### config.mk
export PLATFORM = sky130hd
export DESIGN_NAME = subset_mean_threshold_count
export DESIGN_NICKNAME = d
export VERILOG_FILES = /design/src/design/smtc_pkg.sv /design/src/design/subset_mean_threshold_count.sv
export VERILOG_INCLUDE_DIRS = /design/src /design/src/design
export SDC_FILE = /design/constraint.sdc
export NUM_CORES = 1
export LEC_CHECK = 0
export ABC_AREA = 1
export BUFFER_PORTS_ARGS = -buffer_cell sky130_fd_sc_hd__buf_2
export CORE_UTILIZATION = 35
export CTS_CLUSTER_DIAMETER = 30
export CTS_CLUSTER_SIZE = 40
export DETAILED_ROUTE_END_ITERATION = 6
export SLEW_MARGIN = 10
export SYNTH_ARGS = -nofsm -noshare
export SYNTH_HDL_FRONTEND = slang
export SYNTH_SLANG_ARGS = --single-unit
### constraint.sdc
create_clock -name clock -period 5.2 [get_ports clock]
set_input_delay 1.56 -clock clock [delete_from_list [all_inputs] [get_ports clock]]
set_output_delay 1.56 -clock clock [all_outputs]
set_load 0.05 [all_outputs]
### src/design/subset_mean_threshold_count_assert.svh
// Assertion macros shared by the subset mean threshold counter.
`ifndef SUBSET_MEAN_THRESHOLD_COUNT_ASSERT_SVH
`define SUBSET_MEAN_THRESHOLD_COUNT_ASSERT_SVH

// Same-cycle implication, disabled while reset is high.
`define SMTC_ASSERT_NOW(label, clk, rst, ante, cons, msg) \
   label: assert property (@(posedge clk) disable iff (rst) (ante) |-> (cons)) \
      else $error(msg);

// Next-cycle implication, disabled while reset is high.
`define SMTC_ASSERT_NEXT(label, clk, rst, ante, cons, msg) \
   label: assert property (@(posedge clk) disable iff (rst) (ante) |=> (cons)) \
      else $error(msg);

`endif

### src/design/smtc_pkg.sv
// Constants and widths for the subset mean threshold counter.
package smtc_pkg;

   localparam int MAX_ITEMS  = 32;
   localparam int MAX_SUBSET = 8;

   localparam int VALUE_W = 16;
   localparam int KCFG_W  = 4;
   localparam int CNT_W   = 24;
   localparam int ADDR_W  = $clog2(MAX_ITEMS);
   localparam int LEN_W   = $clog2(MAX_ITEMS + 1);
   localparam int SUB_W   = $clog2(MAX_SUBSET);
   localparam int PTR_W   = $clog2(MAX_SUBSET + 1);
   localparam int SUM_W   = VALUE_W + $clog2(MAX_SUBSET) + 1;

   localparam logic [CNT_W-1:0] COUNT_MAX = '1;

   localparam int CSR_IDX_W = 1;
   localparam logic [CSR_IDX_W-1:0] CSR_SUBSET_SIZE    = 1'd0;
   localparam logic [CSR_IDX_W-1:0] CSR_MEAN_THRESHOLD = 1'd1;

endpackage

### src/design/subset_mean_threshold_count.sv
// Subset mean threshold counter: loads a value list, then counts k-subsets meeting a mean.
//
//   channel   direction  ports                                  handshake
//   request   in         req_value, req_is_last                 req_valid / req_ready
//   response  out        rsp_subset_count                       rsp_valid / rsp_ready
//   csr       in         csr_index, csr_wdata                   csr_we (no wait)
//
// Values load at one request per cycle while the block is in its load state.
// The request with is_last set starts the count: a setup step, then for each k-subset
// k reads through the registered memory port, the last add, a drain step and the
// compare and index step, then a done step. req_ready is low from the count until done;
// the next list may load while a response waits, and a count waits only if the previous
// one is pending. Reset is synchronous.
module subset_mean_threshold_count
   import smtc_pkg::*;
(
   input  logic                        clock,
   input  logic                        reset,
   input  logic                        req_valid,
   output logic                        req_ready,
   input  logic signed [VALUE_W-1:0]   req_value,
   input  logic                        req_is_last,
   output logic                        rsp_valid,
   input  logic                        rsp_ready,
   output logic        [CNT_W-1:0]     rsp_subset_count,
   input  logic                        csr_we,
   input  logic        [CSR_IDX_W-1:0] csr_index,
   input  logic        [VALUE_W-1:0]   csr_wdata
);

   typedef enum logic [2:0] {
      ST_LOAD,
      ST_SETUP,
      ST_SUM,
      ST_CHECK,
      ST_DONE
   } state_type;

   // Control and datapath registers.
   state_type                 state_ff, state_in;
   logic [LEN_W-1:0]          len_ff, len_in;
   logic [PTR_W-1:0]          k_ff, k_in;
   logic signed [SUM_W-1:0]   target_ff, target_in;
   logic [ADDR_W-1:0]         idx_ff [MAX_SUBSET];
   logic [ADDR_W-1:0]         idx_in [MAX_SUBSET];
   logic [PTR_W-1:0]          rd_ptr_ff, rd_ptr_in;
   logic                      pend_ff, pend_in;
   logic signed [SUM_W-1:0]   sum_ff, sum_in;
   logic [CNT_W-1:0]          cnt_ff, cnt_in;
   logic                      rsp_valid_ff, rsp_valid_in;
   logic [CNT_W-1:0]          rsp_count_ff, rsp_count_in;
   logic [KCFG_W-1:0]         cfg_k_ff;
   logic signed [VALUE_W-1:0] cfg_thr_ff;

   // Value memory with a registered read port.
   logic signed [VALUE_W-1:0] mem [MAX_ITEMS];
   logic signed [VALUE_W-1:0] rd_data_ff;

   logic                      req_fire;
   logic                      mem_we;
   logic                      rd_en;
   logic [ADDR_W-1:0]         rd_addr;
   logic [PTR_W-1:0]          k_clamped;
   logic [MAX_SUBSET-1:0]     can_adv;
   logic [SUB_W-1:0]          adv_pos;
   logic                      any_adv;
   logic [LEN_W:0]            limit;

   assign req_ready        = (state_ff == ST_LOAD);
   assign req_fire         = req_valid & req_ready;
   assign mem_we           = req_fire & (len_ff < LEN_W'(MAX_ITEMS));
   assign rsp_valid        = rsp_valid_ff;
   assign rsp_subset_count = rsp_count_ff;

   // The subset positions are read one at a time through a small mux.
   assign rd_en   = (state_ff == ST_SUM) && (rd_ptr_ff < k_ff);
   assign rd_addr = idx_ff[rd_ptr_ff[SUB_W-1:0]];

   // Subset sizes below two count as two, those above the maximum as the maximum.
   always_comb begin
      if (cfg_k_ff < KCFG_W'(2)) begin
         k_clamped = PTR_W'(2);
      end else if (PTR_W'(cfg_k_ff) > PTR_W'(MAX_SUBSET)) begin
         k_clamped = PTR_W'(MAX_SUBSET);
      end else begin
         k_clamped = PTR_W'(cfg_k_ff);
      end
   end

   // Find the rightmost position that can still move up: position p may go up
   // while it stays below n - k + p. The last hit of the scan is the highest one.
   always_comb begin
      can_adv = '0;
      adv_pos = '0;
      any_adv = 1'b0;
      limit   = '0;
      for (int p = 0; p < MAX_SUBSET; p++) begin
         limit = {1'b0, len_ff} - (LEN_W + 1)'(k_ff) + (LEN_W + 1)'(p);
         can_adv[p] = ((LEN_W + 1)'(p) < (LEN_W + 1)'(k_ff)) &&
                      ((LEN_W + 1)'(idx_ff[p]) < limit);
         if (can_adv[p]) begin
            adv_pos = SUB_W'(p);
            any_adv = 1'b1;
         end
      end
   end

   // Sequencer next-state logic.
   always_comb begin
      state_in     = state_ff;
      len_in       = len_ff;
      k_in         = k_ff;
      target_in    = target_ff;
      idx_in       = idx_ff;
      rd_ptr_in    = rd_ptr_ff;
      pend_in      = 1'b0;
      sum_in       = sum_ff;
      cnt_in       = cnt_ff;
      rsp_valid_in = rsp_valid_ff & ~rsp_ready;
      rsp_count_in = rsp_count_ff;

      case (state_ff)
         ST_LOAD: begin
            if (mem_we) begin
               len_in = len_ff + LEN_W'(1);
            end
            if (req_fire && req_is_last) begin
               k_in     = k_clamped;
               state_in = ST_SETUP;
            end
         end
         ST_SETUP: begin
            // The mean test is sum >= k * threshold, so no division is needed.
            target_in = SUM_W'(cfg_thr_ff) * $signed({1'b0, k_ff});
            for (int i = 0; i < MAX_SUBSET; i++) begin
               idx_in[i] = ADDR_W'(i);
            end
            rd_ptr_in = '0;
            sum_in    = '0;
            cnt_in    = '0;
            if (len_ff < LEN_W'(k_ff)) begin
               state_in = ST_DONE;
            end else begin
               state_in = ST_SUM;
            end
         end
         ST_SUM: begin
            // Reads are issued one per cycle; each read word is added in the cycle after its read.
            if (rd_en) begin
               rd_ptr_in = rd_ptr_ff + PTR_W'(1);
            end
            pend_in = rd_en;
            if (pend_ff) begin
               sum_in = sum_ff + SUM_W'(rd_data_ff);
            end
            if (!rd_en && !pend_ff) begin
               state_in = ST_CHECK;
            end
         end
         ST_CHECK: begin
            if ((sum_ff >= target_ff) && (cnt_ff != COUNT_MAX)) begin
               cnt_in = cnt_ff + CNT_W'(1);
            end
            if (any_adv) begin
               // Step to the next subset in lexicographic order.
               for (int i = 0; i < MAX_SUBSET; i++) begin
                  if (SUB_W'(i) == adv_pos) begin
                     idx_in[i] = idx_ff[i] + ADDR_W'(1);
                  end else if (SUB_W'(i) > adv_pos) begin
                     idx_in[i] = idx_ff[adv_pos] + ADDR_W'(1) +
                                 ADDR_W'(SUB_W'(i) - adv_pos);
                  end
               end
               rd_ptr_in = '0;
               sum_in    = '0;
               state_in  = ST_SUM;
            end else begin
               state_in = ST_DONE;
            end
         end
         ST_DONE: begin
            if (!rsp_valid_ff || rsp_ready) begin
               rsp_valid_in = 1'b1;
               rsp_count_in = cnt_ff;
               len_in       = '0;
               state_in     = ST_LOAD;
            end
         end
         default: begin
            state_in = ST_LOAD;
         end
      endcase
   end

   always_ff @(posedge clock) begin
      if (reset) begin
         state_ff     <= ST_LOAD;
         len_ff       <= '0;
         k_ff         <= PTR_W'(2);
         rd_ptr_ff    <= '0;
         pend_ff      <= 1'b0;
         cnt_ff       <= '0;
         rsp_valid_ff <= 1'b0;
         cfg_k_ff     <= KCFG_W'(2);
         cfg_thr_ff   <= '0;
         for (int i = 0; i < MAX_SUBSET; i++) begin
            idx_ff[i] <= '0;
         end
      end else begin
         state_ff     <= state_in;
         len_ff       <= len_in;
         k_ff         <= k_in;
         rd_ptr_ff    <= rd_ptr_in;
         pend_ff      <= pend_in;
         cnt_ff       <= cnt_in;
         rsp_valid_ff <= rsp_valid_in;
         idx_ff       <= idx_in;
         if (csr_we) begin
            case (csr_index)
               CSR_SUBSET_SIZE:    cfg_k_ff   <= csr_wdata[KCFG_W-1:0];
               CSR_MEAN_THRESHOLD: cfg_thr_ff <= csr_wdata;
               default: begin
               end
            endcase
         end
      end
   end

   // Datapath registers without reset.
   always_ff @(posedge clock) begin
      target_ff    <= target_in;
      sum_ff       <= sum_in;
      rsp_count_ff <= rsp_count_in;
   end

   // Value memory: one write and one registered read per cycle.
   always_ff @(posedge clock) begin
      if (mem_we) begin
         mem[len_ff[ADDR_W-1:0]] <= req_value;
      end
      if (rd_en) begin
         rd_data_ff <= mem[rd_addr];
      end
   end

`include "subset_mean_threshold_count_assert.svh"

   // Only entries written in the current list are ever read.
   `SMTC_ASSERT_NOW(a_read_written, clock, reset, rd_en,
                    (LEN_W'(rd_addr) < len_ff), "read beyond stored list")
   // A new response only comes out of the done state.
   `SMTC_ASSERT_NOW(a_rsp_from_done, clock, reset, $rose(rsp_valid_ff),
                    ($past(state_ff) == ST_DONE), "response raised outside done state")
   // The match count never falls while subsets are being checked.
   `SMTC_ASSERT_NEXT(a_cnt_monotonic, clock, reset, (state_ff == ST_CHECK),
                     (cnt_ff >= $past(cnt_ff)), "match count decreased")

endmodule

Word level (Yosys, flattened, before mapping)
Memories as Yosys holds them, arrays and structs flattened. A register that Yosys moved wholly into a read port is not among the register bits.
Index checks and enable logic that the tools add are counted.
- $add $sub $neg: 37
- multipliers: 1
- divide/modulo/power cells: 0
- magnitude comparators: 32
- equal/unequal tests: 28
- shift operators: 0
- mux-type cells: 62
- bitwise gates (word level): 8
- reductions and logical operators: 39
- operator list (cell ; number):
    $mux 5 ; 20
    $pmux 40 s2 ; 1
    $pmux 20 s3 ; 1
    $lt 5x7->1 ; 8
    $pmux 24 s2 ; 1
    $add 5x1->5 const B ; 9
    $add 5x5->5 ; 8
    $mux 20 ; 2
    $mux 40 ; 1
    $reduce_and 3->1 ; 12
    $mux 3 ; 11
    $bmux 5 s3 ; 2
    $add 7x3->7 const B ; 4
    $add 24x1->24 const B ; 1
    $mux 24 ; 1
    $ne 24x24->1 const B ; 1
    $ne 3x3->1 const B ; 8
    $add 20x16->20 ; 1
    $ge 20x20->1 ; 1
    $mul 16x5->20 ; 1
    $lt 3x4->1 const A ; 4
    $mux 4 ; 4
    $sub 3x3->4 const A ; 4
    $pmux 3 s5 ; 1
    41 further kinds ; 100
- register bits after elaboration: 167
- bits in latches: 0
- RAM bits: 512
- ROM bits: 0
- input port bits: 39
- output and inout port bits: 26
- logic and storage cells: 228
- memories: 1
- memory list (name ; words ; width ; read ports ; clocked after Yosys merged registers in ; write ports ; line ; RTL):
    mem ; 32 ; 16 ; 1 ; 1 ; 1 ; subset_mean_threshold_count.sv:56 ; logic signed [VALUE_W-1:0] mem [MAX_ITEMS];

Depth between registers and ports, before layout
Gate-level depths: netlist (run 1).
- word-level depth: 21
- depth in mapped cells: 49
- depth with buffers taken out: 46

Worst setup path after synthesis (run 1)
No wires, ideal clock.
- kind: register -> register
- start point: register k_ff[1]
- end point: register idx_ff[9] (netlist bit)
- arrival: 5.614 ns
- slack: -0.484 ns
- cell stages (with the launch flop): 45
- buffers on the path: 4
- period minus slack after synthesis: 5.684 ns
- cells stage by stage: dfxtp_1 clkbuf_1 inv_1 fa_1 nand2_1 inv_1 or2_1 buf_2 inv_1 ha_1 inv_1 nor2_1 inv_1 o21ai_0 ha_1 nand2_1 nand2_1 nand3_1 [... 9 more ...] nand2_1 nand3_1 nand3_1 nand2_2 ha_1 inv_1 fa_1 inv_1 nand2_1 nand2_1 a21oi_1 xnor2_1 inv_1 nand2_1 nand2_1 nand2_1 nand2_1 a21oi_1
- longest elaborated chain between the ends: 21
- elaborated cells on any way between the ends: 63
- those cells by class: add/sub: 11; order compare: 17; eq/ne: 3; mux: 22; bitwise: 1; reduce/logical: 9
- ends and longest elaborated chain (what ; line ; RTL):
    from (decl) ; subset_mean_threshold_count.sv:42 ; logic [PTR_W-1:0] k_ff, k_in;
    from (signal assigned) ; subset_mean_threshold_count.sv:212 ; k_ff <= k_in;
    $sub 6x4->7 ; subset_mean_threshold_count.sv:98 ; limit = {1'b0, len_ff} - (LEN_W + 1)'(k_ff) + (LEN_W + 1)'(p);
    $add 7x1->7 ; subset_mean_threshold_count.sv:98 ;
    $lt 5x7->1 ; subset_mean_threshold_count.sv:100 ; ((LEN_W + 1)'(idx_ff[p]) < limit);
    $logic_and 1x1->1 ; subset_mean_threshold_count.sv:99 ; can_adv[p] = ((LEN_W + 1)'(p) < (LEN_W + 1)'(k_ff)) &&
    $mux 1 ; subset_mean_threshold_count.sv:101 ; if (can_adv[p]) begin
    $mux 3 (6 in series) ; subset_mean_threshold_count.sv:101 ;
    $not 3->4 (implied by the code) ; subset_mean_threshold_count.sv:170 ; idx_in[i] = idx_ff[adv_pos] + ADDR_W'(1) +
    $bmux 5 s3 ; subset_mean_threshold_count.sv:170 ;
    $mux 5 (implied by the code) (2 in series) ; subset_mean_threshold_count.sv:170 ;
    $add 5x1->5 ; subset_mean_threshold_count.sv:170 ;
    $add 5x5->5 ; subset_mean_threshold_count.sv:170 ;
    $mux 5 ; subset_mean_threshold_count.sv:169 ; end else if (SUB_W'(i) > adv_pos) begin
    $mux 5 ; subset_mean_threshold_count.sv:167 ; if (SUB_W'(i) == adv_pos) begin
    $mux 40 ; subset_mean_threshold_count.sv:164 ; if (any_adv) begin
    $pmux 40 s2 ; subset_mean_threshold_count.sv:122 ; case (state_ff)
    to (signal assigned) ; subset_mean_threshold_count.sv:217 ; idx_ff <= idx_in;
    to (decl) ; subset_mean_threshold_count.sv:44 ; logic [ADDR_W-1:0] idx_ff [MAX_SUBSET];
Several ways; a longest one is shown, not always the timed one. The select of a mux whose other input is x is not followed.
A chain may end at the register's enable or synchronous reset.

Final worst setup path (run 1)
- start point: register len_ff[0]
- end point: register idx_ff[19] (netlist bit)
- longest elaborated chain between the ends: 21
- elaborated cells on any way between the ends: 55
- those cells by class: add/sub: 11; order compare: 9; eq/ne: 3; mux: 22; bitwise: 1; reduce/logical: 9
- ends and longest elaborated chain (what ; line ; RTL):
    from (decl) ; subset_mean_threshold_count.sv:41 ; logic [LEN_W-1:0] len_ff, len_in;
    from (signal assigned) ; subset_mean_threshold_count.sv:211 ; len_ff <= len_in;
    $sub 6x4->7 * ; subset_mean_threshold_count.sv:98 ;
    $add 7x1->7 ; subset_mean_threshold_count.sv:98 ;
    $lt 5x7->1 ; subset_mean_threshold_count.sv:100 ;
    $logic_and 1x1->1 ; subset_mean_threshold_count.sv:99 ;
    $mux 1 ; subset_mean_threshold_count.sv:101 ;
    $mux 3 (6 in series) ; subset_mean_threshold_count.sv:101 ;
    $not 3->4 (implied by the code) ; subset_mean_threshold_count.sv:170 ;
    $bmux 5 s3 ; subset_mean_threshold_count.sv:170 ;
    $mux 5 (implied by the code) (2 in series) ; subset_mean_threshold_count.sv:170 ;
    $add 5x1->5 ; subset_mean_threshold_count.sv:170 ;
    $add 5x5->5 ; subset_mean_threshold_count.sv:170 ;
    $mux 5 ; subset_mean_threshold_count.sv:169 ;
    $mux 5 ; subset_mean_threshold_count.sv:167 ;
    $mux 40 ; subset_mean_threshold_count.sv:164 ;
    $pmux 40 s2 ; subset_mean_threshold_count.sv:122 ;
Every way passes the cells marked *; elsewhere a longest branch is shown, timed or not. The select of a mux whose other input is x is not followed.

==> results of run 1 <==
## path summary, 6_finish.rpt
| path | from | endpoint | slack, ns |
|---|---|---|---|
| worst max-delay path | len_ff[0]$_SDFFE_PP0P_ | idx_ff[19]$_SDFFE_PP0P_ | -0.15 |
| worst min-delay path | cnt_ff[15]$_SDFFE_PP0P_ | rsp_subset_count[15]$_DFFE_PP_ | 0.47 |
| worst max register to register | len_ff[0]$_SDFFE_PP0P_ | idx_ff[19]$_SDFFE_PP0P_ | -0.15 |
| worst min register to register | cnt_ff[15]$_SDFFE_PP0P_ | rsp_subset_count[15]$_DFFE_PP_ | 0.47 |
## cell usage after synthesis, drive strengths merged (15+ instances only)
master | count | area share
a211oi | 19 | 0.0041
o221ai | 93 | 0.023
nor2 | 451 | 0.050
xor2 | 45 | 0.011
o22ai | 36 | 0.0067
inv | 361 | 0.039
nand2 | 377 | 0.042
o211ai | 41 | 0.0089
nand4 | 15 | 0.0027
a31oi | 26 | 0.0051
ha | 175 | 0.063
a21oi | 170 | 0.025
edfxtp | 592 | 0.51
nand3 | 134 | 0.020
nor3 | 22 | 0.0032
o21ai | 414 | 0.060
buf | 22 | 0.0039
dfxtp | 103 | 0.059
clkbuf | 125 | 0.014
xnor2 | 18 | 0.0045
fa | 38 | 0.022
## sequential cells by signal (all words and copies together), names as in the netlist, 4 cells and up
signal,cells
cfg_k_ff,4
cfg_thr_ff,16
cnt_ff,24
idx_ff,40
k_ff,4
len_ff,6
mem,512
rd_data_ff,16
rd_ptr_ff,4
rsp_subset_count,24
sum_ff,20
target_ff,20
## routing by layer
layer  GRT usage  wire, um  up-vias
met5           0        12        -
met4      0.0756      3040        2
met3      0.0372      7160      203
met2       0.309     45100      921
met1       0.254     42000    12894
li1            -         -    12558
## metrics by stage
step | setup TNS (ns) | hold slack, ns
after floorplan | 0 | 0.430
after global placement | -1.54 | 0.449
after detailed placement | -2.60 | 0.452
after CTS | -0.633 | 0.461
after global routing | -6.77 | 0.478
final | -0.722 | 0.465
## cell type report
| cell class | count | area [um^2] | share of cell area |
|---|---|---|---|
| inverters | 365 | 1410 | 0.0320 |
| diodes | 1 | 2.50 | 0.0000570 |
| clock buffers | 170 | 3820 | 0.0870 |
| repair buffers | 281 | 2210 | 0.0503 |
| clock inverters | 98 | 1260 | 0.0287 |
| multi-input cells | 2160 | 13700 | 0.313 |
| flip-flops and latches | 695 | 19800 | 0.452 |
| well taps | 1287 | 1610 | 0.0367 |
## timing repair
item / CTS / global route
setup buffers: 14 / 16
resized for setup: 64 / 126
endpoints found under the setup margin: 22 / 35
pin swaps: 59 / 99
gates cloned: 1 / 1
## logic make-up after synthesis
logic type,after synthesis,synth area share
flip-flops,695,0.572
buffers and inverters,512,0.0570
AND/OR/NAND/NOR,1024,0.123
AO/OA/AOI/OAI,859,0.148
adder cells (fa/ha/maj),213,0.0850
XOR/XNOR,63,0.0159
## power groups by stage
stage / clock network [mW] / registers, mW / logic, mW
3_5_place_dp: 0 / 6.92 / 10.3
4_1_cts: 9.49 / 6.83 / 10.8
2_1_floorplan: 0 / 6.83 / 6.48
5_1_grt: 9.76 / 6.86 / 13.3
3_3_place_gp: 0 / 6.91 / 10.2
6_report: 9.36 / 6.84 / 12.2
==> qor.csv, run 1 <==
metric,value,unit
Flop pwr share,0.241,
Top Family by Delay on Critical Path,simple AND/OR/NAND/NOR gates,
Worst Reg2Reg Path Length in Cells,41,
worst hold path depth,0,
Initial DRC Count,2309,
post-route ant nets,0,
Vias per Instance,5.26,
gp weighted congestion,0.929,
"Setup violations, final",11,
CTS root buf,clkbuf_16,
via count,26578,
P_sw,10.8,mW
"Seq/Total Area, Yosys",0.572,
syn_area_per_cell,10.3,um^2
"Req. time, crit path",5.81,ns
fmax,187,MHz
Routed Wire Length,97300,um
Final Worst Setup Slack,-0.154,ns
Relative slew margins,0.293,
Levels on crit path,41,
Hold Buf Count CTS,0,
status,finished with violations,
Clock Path Buffers,3,
nets,3901,
routed len/inst,19.2,um
Fin. Hold Viols,0,
"most common cell after layout, fill and taps aside",edfxtp_1,
initial antenna violation count,1,
YS warnings,0,
global-route wire length before repair,148000,um
failing checks,setup timing,
Max Slew Vio Count,0,
period utilization,1.03,
Max Cap Viol,0,
RSZ-0062 raised after global routing,true,
largest net degree at the start of global routing,129,
Critical Setup Path Class,reg -> reg,
leakage power,17.0,nW
TritonCTS clock tree,yes,
Core Rows,115,
"commonest non-fill, non-tap cells in the layout","edfxtp_1 (592), nor2_1 (424), o21ai_0 (391), nand2_1 (346), inv_1 (328)",
Power Internal,17.6,mW
Setup WS pre-CTS,-0.217,ns
Async SR Flop Fraction,0,
Clock Power Share,0.330,
Die Width,317,um
DRC viols,0,
Buf/Inv on CP,12,
"EDFF count, synth",592,
CP max stage delay,0.34,ns
Non-Filler Instances,5057,
post-synthesis cell count,3366,
global route total overflow,0,
number of global-route vias before repair,25572,
IO Count,65,
#FFs+latches synth,695,
Syn Nets,3618,
area grow syn2layout,26.4,%
Total Power,28.4,mW
Setup crit end kind,flip-flop,
# clock sinks,695,
Worst-Margin Slew,1.06,ns
Worst path slowest cell,fa_2,
GRT Overall Usage,0.192,
Num CTS Buffers,146,
Critical Path AT,5.96,ns
Critical Path Start Type,flip-flop,
end-of-flow core utilization,0.446,
Critical Path Fanout Max,8,
fin crit period,5.35,ns
"Top cell by count, worst path",ha_4,
Post-synth top flop,edfxtp_1,
Worst VDD drop,486,uV
Core Footprint,98300,um^2
worst skew pair latency,0.73,ns
IO Port Bufs,64,
pwr/cell area,647,nW/um^2
H-tree levels,4,
Mapped Area,34700,um^2
post-route cell area,43900,um^2
die area,100000,um^2
Worst Hold Class,reg -> reg,
placed cells,4760,
initial core utilization,0.353,
"Distinct cells, synth",57,
Sw Share,0.381,
worst clock skew,0.0492,ns
placed wire-length estimate,60000,um
die height,317,um
First-pass DRT Iterations,5,
share of cells above drive strength 1,0.192,
placed cell area,37700,um^2
Comb power frac,0.430,
filler cell count,8992,
Worst-path clk slew,0.05,ns
Note: power is estimated with default switching activity, not from simulation.
==> run 2, diff against run 1 <==
Settings changed: CORE_UTILIZATION 35 to 45.
==> run 2 against run 1 <==
  * The flow still finishes with violations (setup timing)
  * Clock skew down 0.0098 ns
  * Die area down 22%
  * Clock power up 1%
  * Routed wire length down 1.6%
  * Combinational power about the same
  * Register-to-register slack better by 0.02 ns
  * Non-clock buffer count up 9
==> qor.csv, run 2 (same netlist as run 1, synthesis figures left out) <==
metric,value,unit,change
FF-to-FF End,idx_ff[34]$_SDFFE_PP0P_,,
RR Startpoint,len_ff[0]$_SDFFE_PP0P_,,
Critical Path Start Type,flip-flop,,
Relative slew margins,0.297,,+0.00450
Total Power,28.6,mW,+0.86%
worst hold endpoint,rsp_subset_count[15]$_DFFE_PP_,,
pwr/cell area,656,nW/um^2,+1.3%
H-tree levels,4,,unchanged
Fin. Hold Viols,0,,unchanged
Worst VDD drop,487,uV,+0.27%
global route total overflow,0,,unchanged
Buf/Inv on CP,9,,-3
period utilization,1.03,,-0.00427
Setup WS pre-CTS,-0.257,ns,-0.0392 ns
worst clock skew,0.0395,ns,-0.00977 ns
Worst Hold Class,reg -> reg,,
Comb power frac,0.431,,about the same
Top Family by Delay on Critical Path,simple AND/OR/NAND/NOR gates,,
failing checks,setup timing,,
Clock Path Buffers,3,,unchanged
routed len/inst,19.9,um,+3.5%
Worst-path clk slew,0.04,ns,about the same
TritonCTS clock tree,yes,,
Vias per Instance,5.47,,+4.0%
fmax,188,MHz,+0.42%
HP Start,cnt_ff[15]$_SDFFE_PP0P_,,
area grow syn2layout,25.8,%,
Max Cap Viol,0,,unchanged
Core Rows,101,,-12%
filler cell count,6405,,-29%
Critical Path AT,5.90,ns,-0.06 ns
Sw Share,0.378,,-0.00296
Worst-Margin Slew,1.05,ns,-0.00398 ns
DRC viols,0,,unchanged
WHS,0.473,ns,+0.00761 ns
fin crit period,5.33,ns,-0.0222 ns
die area,78200,um^2,-22%
Core Footprint,76100,um^2,-23%
Critical Path Fanout Max,7,,-1
"commonest non-fill, non-tap cells in the layout","edfxtp_1 (592), nor2_1 (425), o21ai_0 (390), nand2_1 (339), inv_1 (325)",,
IO Count,65,,unchanged
"most common cell after layout, fill and taps aside",edfxtp_1,,
placed cells,4504,,-5.4%
Critical Setup Path Class,reg -> reg,,
number of global-route vias before repair,25064,,-2.0%
Non-Filler Instances,4808,,-4.9%
post-route ant nets,0,,unchanged
initial antenna violation count,4,,+3
IO Port Bufs,64,,unchanged
die height,280,um,-12%
Max Slew Vio Count,0,,unchanged
GRT Overall Usage,0.245,,+0.0534
Power Internal,17.8,mW,+1.3%
number of flip-flops in the largest register,512,,unchanged
Num CTS Buffers,146,,unchanged
"Req. time, crit path",5.77,ns,-0.04 ns
Routed Wire Length,95800,um,-1.6%
P_sw,10.8,mW,about the same
worst hold path depth,0,,unchanged
reg2reg setup slack,-0.13,ns,+0.02 ns
global-route wire length before repair,147000,um,-0.65%
gp weighted congestion,0.924,,-0.46%
Clock Power Share,0.331,,about the same
largest net degree at the start of global routing,124,,-3.9%
Final Worst Setup Slack,-0.132,ns,+0.0222 ns
Flop pwr share,0.238,,-0.003
initial core utilization,0.456,,+0.103
leakage power,17.1,nW,+0.36%
CP max stage delay,0.37,ns,+0.03 ns
"Setup violations, final",12,,+1
Die Width,280,um,-12%
via count,26279,,-1.1%
Worst path slowest cell,fa_2,,
CTS root buf,clkbuf_16,,
First-pass DRT Iterations,6,,+1
Setup crit end kind,flip-flop,,
placed wire-length estimate,59700,um,-0.48%
share of cells above drive strength 1,0.198,,+0.00648
nets,3909,,+0.21%
# clock sinks,695,,unchanged
worst skew pair latency,0.73,ns,about the same
status,finished with violations,,
Multi-input gate area,13800,um^2,+0.54%
Initial DRC Count,2166,,-6.2%
RSZ-0062 raised after global routing,true,,
Reg area,19800,um^2,unchanged
Worst Reg2Reg Path Length in Cells,35,,-15%
run 2: changes by cell type in the layout (fill, tap and decap cells not counted), moves of 9 or more:
cell / before / now
buf_4: 181 / 204
buf_6: 23 / 7
nand3_1: 101 / 113
nand3_2: 31 / 19
ha_1: 149 / 139
nand2_2: 15 / 24
run 2: worst max-delay path by stage:
stage | slack (ns) | from | depth (start not counted) | end
after CTS | -0.03 | len_ff[0]$_SDFFE_PP0P_ | 39 | idx_ff[24]$_SDFFE_PP0P_
after global placement | -0.13 | len_ff[0]$_SDFFE_PP0P_ | 46 | idx_ff[24]$_SDFFE_PP0P_
after detailed placement | -0.26 | len_ff[0]$_SDFFE_PP0P_ | 42 | idx_ff[24]$_SDFFE_PP0P_
final | -0.13 | len_ff[0]$_SDFFE_PP0P_ | 35 | idx_ff[34]$_SDFFE_PP0P_
after global routing | -0.42 | len_ff[0]$_SDFFE_PP0P_ | 42 | idx_ff[13]$_SDFFE_PP0P_
after floorplan | 0.003 | len_ff[0]$_SDFFE_PP0P_ | 46 | idx_ff[13]$_SDFFE_PP0P_
run 2: per-layer routing:
metal / up-vias / GRT usage / share of wire
met5: - / 0 / 0.00039
met4: 6 / 0.0949 / 0.029
met3: 184 / 0.0440 / 0.066
met2: 891 / 0.396 / 0.47
met1: 12649 / 0.329 / 0.43
li1: 12549 / - / -
run 2: what timing repair did:
item                                    in CTS  in global routing
gates resized for setup                     50                133
endpoints found under the setup margin      25                 33
pin swaps                                   27                100
setup buffers                               17                 18
hold buffers                                 0                  0
gates cloned                                 0                  0
hold endpoints to repair                     0                  0
run 2: layout make-up:
type / instances / share of cell area
clock buffers: 165 / 0.0869
multi-input cells: 2159 / 0.316
inverters: 365 / 0.0319
well taps: 1030 / 0.0295
repair buffers: 290 / 0.0508
diodes: 1 / 0.0000573
flip-flops and latches: 695 / 0.454
clock inverters: 103 / 0.0304
run 2: power groups by stage:
stage | Combinational [mW] | Sequential [mW] | Clock [mW]
floorplan | 6.48 | 6.83 | 0
detailed placement | 10.5 | 6.89 | 0
CTS | 11.0 | 6.80 | 9.60
global route | 13.5 | 6.83 | 9.89
global placement | 10.4 | 6.90 | 0
finish | 12.3 | 6.81 | 9.49
run 2: metrics by stage:
step,setup TNS (ns),utilization,cell area [um^2]
after detailed placement,-3.75,0.492,37400
after floorplan,0,-,34800
after global placement,-1.57,0.492,37400
final,-0.826,0.574,43700
after global routing,-6.50,0.574,43700
after CTS,-0.0753,0.564,42900
